`src/rtl/svm_pkg.sv`:
```
// Shared constants, types and helper functions for the spatial voice mixer.
package svm_pkg;

    localparam int STORE_DEPTH = 16384;
    localparam int MAX_FRAMES  = 4096;
    localparam int SAMPLE_BITS = 16;
    localparam int ACC_BITS    = 24;

    localparam int COORD_BITS  = 16;
    localparam int DIST2_BITS  = 34;
    localparam int CNT_BITS    = 15;
    localparam int FRAME_BITS  = 13;
    localparam int GAIN_BITS   = 16;
    localparam int CFG_IDX_BITS = 3;
    localparam int CFG_DATA_BITS = 34;

    localparam logic [16:0] UNITY_GAIN = 17'd32768;

    // Item codes
    localparam logic [1:0] OP_LOAD  = 2'd0;
    localparam logic [1:0] OP_BEGIN = 2'd1;
    localparam logic [1:0] OP_MIX   = 2'd2;
    localparam logic [1:0] OP_NONE  = 2'd3;   // unused code, ignored

    // Configuration register indexes
    localparam logic [2:0] REG_SRC_X    = 3'd0;
    localparam logic [2:0] REG_SRC_Y    = 3'd1;
    localparam logic [2:0] REG_SRC_Z    = 3'd2;
    localparam logic [2:0] REG_MAX_D2   = 3'd3;
    localparam logic [2:0] REG_SCOUNT   = 3'd4;
    localparam logic [2:0] REG_SPATIAL  = 3'd5;
    localparam logic [2:0] REG_STEREO   = 3'd6;
    localparam logic [2:0] REG_LOOPING  = 3'd7;

    // Commands from the controller to the datapath
    typedef struct packed {
        logic load_in;     // capture the accepted request
        logic store_wr;    // write sample store
        logic geo_start;   // compute dist2, dot and counts
        logic sqrt_start;  // start the root unit
        logic sqrt_step;
        logic div_start;   // start the divider
        logic div_step;
        logic div_sel_pan; // 0: attenuation division, 1: pan division
        logic gain_mul;    // form the final gains
        logic commit;      // update position and frame counters
        logic unity;       // commit with unity gains
        logic stop_only;   // clear frames_to_mix and the frame counter only
        logic rd_issue;    // read the store
        logic mix_mul;     // multiply samples
        logic mix_out;     // load the result register
    } t_cmd;

    // Status from the datapath to the controller
    typedef struct packed {
        logic playing;
        logic spatial;
        logic too_far;
        logic len_zero;
        logic step_done;
    } t_sts;

endpackage

```
`src/rtl/svm_ctrl.sv`:
```
// Controller state machine sequencing load, begin and mix requests.
module svm_ctrl (
    input  logic           i_clk,
    input  logic           i_rst_n,
    input  logic           i_in_valid,
    input  logic [1:0]     i_op,
    output logic           o_in_ready,
    input  logic           i_out_busy,
    input  svm_pkg::t_sts  i_sts,
    output svm_pkg::t_cmd  o_cmd
);

    localparam logic [3:0] S_IDLE   = 4'd0;
    localparam logic [3:0] S_DECODE = 4'd1;
    localparam logic [3:0] S_GEO    = 4'd2;
    localparam logic [3:0] S_SQRT   = 4'd3;
    localparam logic [3:0] S_DIVA   = 4'd4;
    localparam logic [3:0] S_DIVP   = 4'd5;
    localparam logic [3:0] S_GAIN   = 4'd6;
    localparam logic [3:0] S_COMMIT = 4'd7;
    localparam logic [3:0] S_RD     = 4'd8;
    localparam logic [3:0] S_MUL    = 4'd9;
    localparam logic [3:0] S_OUT    = 4'd10;
    localparam logic [3:0] S_DIVA0  = 4'd11;
    localparam logic [3:0] S_DIVP0  = 4'd12;

    logic [3:0] r_state, n_state;
    logic [1:0] r_op;

    assign o_in_ready = (r_state == S_IDLE);

    always_ff @(posedge i_clk) begin
        if (!i_rst_n) begin
            r_state <= S_IDLE;
            r_op    <= svm_pkg::OP_LOAD;
        end else begin
            r_state <= n_state;
            if (o_in_ready && i_in_valid) r_op <= i_op;
        end
    end

    always_comb begin
        n_state = r_state;
        o_cmd   = '0;
        unique case (r_state)
            S_IDLE: begin
                if (i_in_valid) begin
                    o_cmd.load_in = 1'b1;
                    n_state = S_DECODE;
                end
            end
            S_DECODE: begin
                priority case (r_op)
                    svm_pkg::OP_LOAD: begin
                        o_cmd.store_wr = 1'b1;
                        n_state = S_IDLE;
                    end
                    svm_pkg::OP_BEGIN: begin
                        o_cmd.geo_start = 1'b1;
                        n_state = S_GEO;
                    end
                    svm_pkg::OP_MIX: begin
                        o_cmd.rd_issue = 1'b1;
                        n_state = S_RD;
                    end
                    default: n_state = S_IDLE;
                endcase
            end
            S_GEO: begin
                // dist2 and dot are registered here
                if (!i_sts.playing) begin
                    o_cmd.stop_only = 1'b1;
                    n_state = S_IDLE;
                end else if (!i_sts.spatial) begin
                    o_cmd.commit = 1'b1;
                    o_cmd.unity  = 1'b1;
                    n_state = S_IDLE;
                end else if (i_sts.too_far) begin
                    o_cmd.stop_only = 1'b1;
                    n_state = S_IDLE;
                end else begin
                    o_cmd.sqrt_start = 1'b1;
                    n_state = S_SQRT;
                end
            end
            S_SQRT: begin
                o_cmd.sqrt_step = 1'b1;
                if (i_sts.step_done) n_state = S_DIVA0;
            end
            S_DIVA0: begin
                o_cmd.div_start = 1'b1;
                n_state = S_DIVA;
            end
            S_DIVA: begin
                o_cmd.div_step = 1'b1;
                if (i_sts.step_done) n_state = i_sts.len_zero ? S_GAIN : S_DIVP0;
            end
            S_DIVP0: begin
                o_cmd.div_start   = 1'b1;
                o_cmd.div_sel_pan = 1'b1;
                n_state = S_DIVP;
            end
            S_DIVP: begin
                o_cmd.div_step    = 1'b1;
                o_cmd.div_sel_pan = 1'b1;
                if (i_sts.step_done) n_state = S_GAIN;
            end
            S_GAIN: begin
                o_cmd.gain_mul = 1'b1;
                n_state = S_COMMIT;
            end
            S_COMMIT: begin
                o_cmd.commit = 1'b1;
                n_state = S_IDLE;
            end
            S_RD: begin
                o_cmd.mix_mul = 1'b1;
                n_state = S_MUL;
            end
            S_MUL: begin
                if (!i_out_busy) begin
                    o_cmd.mix_out = 1'b1;
                    n_state = S_IDLE;
                end
            end
            default: n_state = S_IDLE;
        endcase
    end

endmodule

```
`config.mk`:
```
export PLATFORM = sky130hd
export DESIGN_NAME = svm_ctrl
export DESIGN_NICKNAME = d
export VERILOG_FILES = /design/src/rtl/svm_pkg.sv /design/src/rtl/svm_ctrl.sv
export SDC_FILE = /design/constraint.sdc
export NUM_CORES = 1
export LEC_CHECK = 0
export BUFFER_PORTS_ARGS = -buffer_cell sky130_fd_sc_hd__buf_4
export CAP_MARGIN = 20
export CELL_PAD_IN_SITES_DETAIL_PLACEMENT = 1
export CELL_PAD_IN_SITES_GLOBAL_PLACEMENT = 2
export CORE_MARGIN = 3
export CORE_UTILIZATION = 21
export CTS_CLUSTER_DIAMETER = 100
export DETAILED_ROUTE_END_ITERATION = 10
export GPL_ROUTABILITY_DRIVEN = 0
export GPL_TIMING_DRIVEN = 0
export PLACE_DENSITY_LB_ADDON = 0.1
export SETUP_SLACK_MARGIN = 0.5
export SLEW_MARGIN = 10
export SYNTH_ARGS = -nofsm -noshare
export SYNTH_HDL_FRONTEND = slang
export SYNTH_SLANG_ARGS = --single-unit
```
`constraint.sdc`:
```
create_clock -name i_clk -period 1.5 [get_ports i_clk]
set_input_delay 0.3 -clock i_clk [delete_from_list [all_inputs] [get_ports i_clk]]
set_output_delay 0.3 -clock i_clk [all_outputs]
set_load 0.02 [all_outputs]
```
Word level (Yosys, flattened, before mapping) --
Index checks and enable logic that the tools add are counted.
Storage, ports and cells: flip-flop bits (word level) 6, word-level logic and storage cells 64
Operators by class: equal/unequal tests 18, muxes and demuxes 37, reductions and logical operators 7
Operator list (count):
- 4-bit case mux with 11 select lines | 1
- 4-bit two-way mux | 8
- 1-bit two-way mux | 21
- 4-bit by 3-bit equality test with 1-bit output (second input constant) | 4
- 4-bit equality test (second input constant) | 4
- 2-bit two-way mux | 5
- 2-bit != test (second input constant) | 5
- 4-bit by 2-bit equality test with 1-bit output (second input constant) | 2
- 4-bit case mux with 2 select lines | 1
- 2-bit OR reduction | 3
- 5-bit AND reduction | 1
- 4-bit by 1-bit equality test with 1-bit output (second input constant) | 1
- 4-bit zero test | 1
- 2-bit by 1-bit equality test with 1-bit output (second input constant) | 1
- 2-bit equality test (second input constant) | 1
- 2-bit zero test | 1
- 1-bit case mux with 2 select lines | 1
- 1-bit logical AND | 1

Logic depth before layout (Yosys ltp) --
depth in word-level cells 4, depth in mapped cells 6, gate-level depth less buffers 4

Worst setup path after synthesis --
OpenSTA, ideal clock, no wires.
kind reg-to-output, start point register r_state[3], end point output o_cmd[3] in the netlist's numbering, data arrival time 1.729 ns, required time 1.200 ns, setup slack -0.529 ns, cell stages (with the launch flop) 4, cell sequence dfxtp_1 -> buf_2 -> nand2b_1 -> a2111oi_0
RTL lines:
- from (decl) | RTL line svm_ctrl.sv:27 | logic [3:0] r_state, n_state;
- from (signal assigned) | RTL line svm_ctrl.sv:37 | r_state <= n_state;
- to (decl) | RTL line svm_ctrl.sv:10 | output svm_pkg::t_cmd o_cmd

==> results.yml <==
logic_synthesis:
  syn_avg_cell_area_um2: 7.16
  syn-num-nets: 97
  ys_types: 37
  async_flop_share_pct: 0
  ys_seq_area_share_pct: 19.5
  synth.cell_area_um2: 616
  synth_top_area_share_pct: 19.5
  syn_inst: 86
  ys_top_cells_by_area: "dfxtp_1 (20%), mux2i_1 (6.5%), nand2b_1 (6.1%), nor3b_1 (6.1%), nor2_1 (4.9%)"
  dominantRegCellSynth: "dfxtp_1"
  ys_warn_count: 0
  synth-seq-cells: 6
  yosys.area.top_type: "dfxtp_1"
  synth_edf_count: 0
critical_path:
  worstPathRequired_ps: 1200
  worstSetupEndpointType: "primary output"
  arrival_ps: 1520
  cp-start-kind: "flip-flop"
  r2r_start: "r_state[0]"
  r2r_end: "r_state[3]"
  regToRegSetupSlack_ps: -100
  worstPathMaxFanout: 5
  worstSetupPathType: "reg -> out"
  reg2reg_depth: 6
pwr:
  p_leak_nw: 0.587
  ir_drop_mv: 0.414
  p_per_area_mw_per_mm2: 537
  total_power_uw: 781
drt:
  drt-met1-wl_mm: 1.13
  avgViaCountPerCell: 4.99
  drtIter0Drc: 17
  top_layer: "met4"
  drt.antenna.violating_nets: 0
  wl_met3_um: 109
  met2_length_mm: 1.23
  post_drt_wl_per_cell_um: 14.8
  wl_mm: 2.49
  drt-pass1-iter-count: 2
  remaining_drc_errors: 0
  vias: 838
hold_path:
  holdCritStartpoint: "i_op[1]"
  hold_depth: 3
  min_path_type: "in -> reg"
  holdPathEnd: "r_op[1]"
global_routing:
  grt_usage_pct: 15.1
  grt_pass1_vias: 841
  grt_pass1_wl_mm: 4.05
  grt_overflow: 0
  grt_max_degree: 11
  antenna_found_initial: 0
sta:
  slew_headroom_pct: 78.3
  fin_ws_ps: -324
  maxSlewViolCount: 0
  rsz0062_at_grt: "yes"
  hold_violations: 0
  skew_ps: 3.08
  fin_crit_sh_pct: 122
  tightest_slew_ps: 325
  max_freq_ghz: 0.548
  timing.hold.ws_ps: 321
  min_period_ps: 1820
  setup_viol: 18
clock_network:
  numCtsBuffers: 3
  clk_pin_slew_ps: 40
  cts_root_buf: "clkbuf_4"
  clock-sinks: 6
  cts_tree: "done"
  clockBufferDepth: 2
  htree_levels: 1
  clk_latency_ps: 250
  cts_hold_buf: 0
placed_design:
  io_buffer_count: 26
  dpl.hpwl_mm: 1.71
  dp_slack_ps: -141
cells_and_area:
  mostFrequentLayoutCell: "buf_4"
  layout_common_cells: "buf_4 (28), buf_6 (21), nand2b_4 (5)"
  area_growth_pct: 136
  diodes: 0
  nFillCells: 315
  drive_above_1_share_pct: 66.4
  layout.nets: 150
floorplanning:
  core_area_mm2: 0.00278
  die_area_mm2: 0.00362
  pin_count: 27
  die_width_um: 60.1
  fp.dieH_um: 60.1
  start_util_pct: 22.1
  rows: 19
run_status:
  violations: "negative setup slack"
  status: "finished with violations"
job:
  maxCapViolCount: 0
-- what timing repair did --
item	4_1_cts	5_1_grt
gates resized for setup	37	9
buffers inserted	17	4
cloned	1	0
setup endpoints to repair	22	22
pin swaps	14	9
-- state kept, by name (all words and copies together) (netlist names) --
name     cells
r_state      4
r_op         2
-- report_power, final --
part / internal, mW / switching (mW) / leakage, nW
Sequential: 0.173 / 0.0187 / 0.0500
Combinational: 0.236 / 0.204 / 0.523
Clock: 0.0906 / 0.0593 / 0.0138
-- area by class of cell --
class | count | area (µm²) | area share (%)
sequential | 6 | 125 | 8.60
buffer | 8 | 134 | 9.20
timing repair buffer | 48 | 443 | 30.4
clock buffer | 3 | 22.5 | 1.55
tap | 31 | 38.8 | 2.67
inverter | 3 | 11.3 | 0.774
multi-input combinational | 69 | 681 | 46.8
-- routing by layer --
metal	GRT usage, %	vias to the layer above
met1	19.3	405
met2	24.5	19
li1	-	410
met5	0	-
met4	4.75	0
met3	3.89	4
-- cell families after synthesis --
kind of cell | share of synthesized area [%]
AO/OA/AOI/OAI | 22.8
AND/OR/NAND/NOR | 40.2
flip-flops | 19.5
XOR/XNOR | 2.85
buffers and inverters | 8.13
multiplexers | 6.50
-- Yosys cell counts (2+ instances only) --
library cell and count:
nor3b_1 5, nor3_1 3, nand2b_1 6, nand2_1 5
nor2_1 8, nand3b_1 2, or3_1 2, nor2b_1 3
a21oi_1 5, and2_1 2, buf_2 4, mux2i_1 4
dfxtp_1 6, o21ai_0 4, clkbuf_1 2, inv_1 3
nand3_1 2
-- how the worst max path moves through the flow --
| stage | from | end | depth (start not counted) |
|---|---|---|---|
| finish | r_state[2] | o_cmd[2] | 5 |
| detailed placement | r_state[3] | o_cmd[11] | 5 |
| global placement | r_state[3] | o_cmd[11] | 5 |
| floorplan | r_state[2] | o_cmd[2] | 4 |
| CTS | r_state[2] | o_cmd[2] | 5 |
| global route | r_state[2] | o_cmd[2] | 5 |
-- worst max-delay path, cell delays in order, from the launching register on --
cell and delay (ps):
dfxtp_1 300, buf_6 120, nand2b_4 140, or3_4 380, nor3b_4 200, buf_6 140
-- through the flow --
step	TNS (ps)	area (µm²)	utilization, %	cells
final	-2980	1460	52.3	168
after global routing	-4240	1460	52.3	168
after CTS	-3570	1390	50.1	164
after detailed placement	-562	1080	38.7	143
after global placement	-540	1080	38.7	143
after floorplan	-33.5	843	-	86
(Power assumes the default switching activity.)
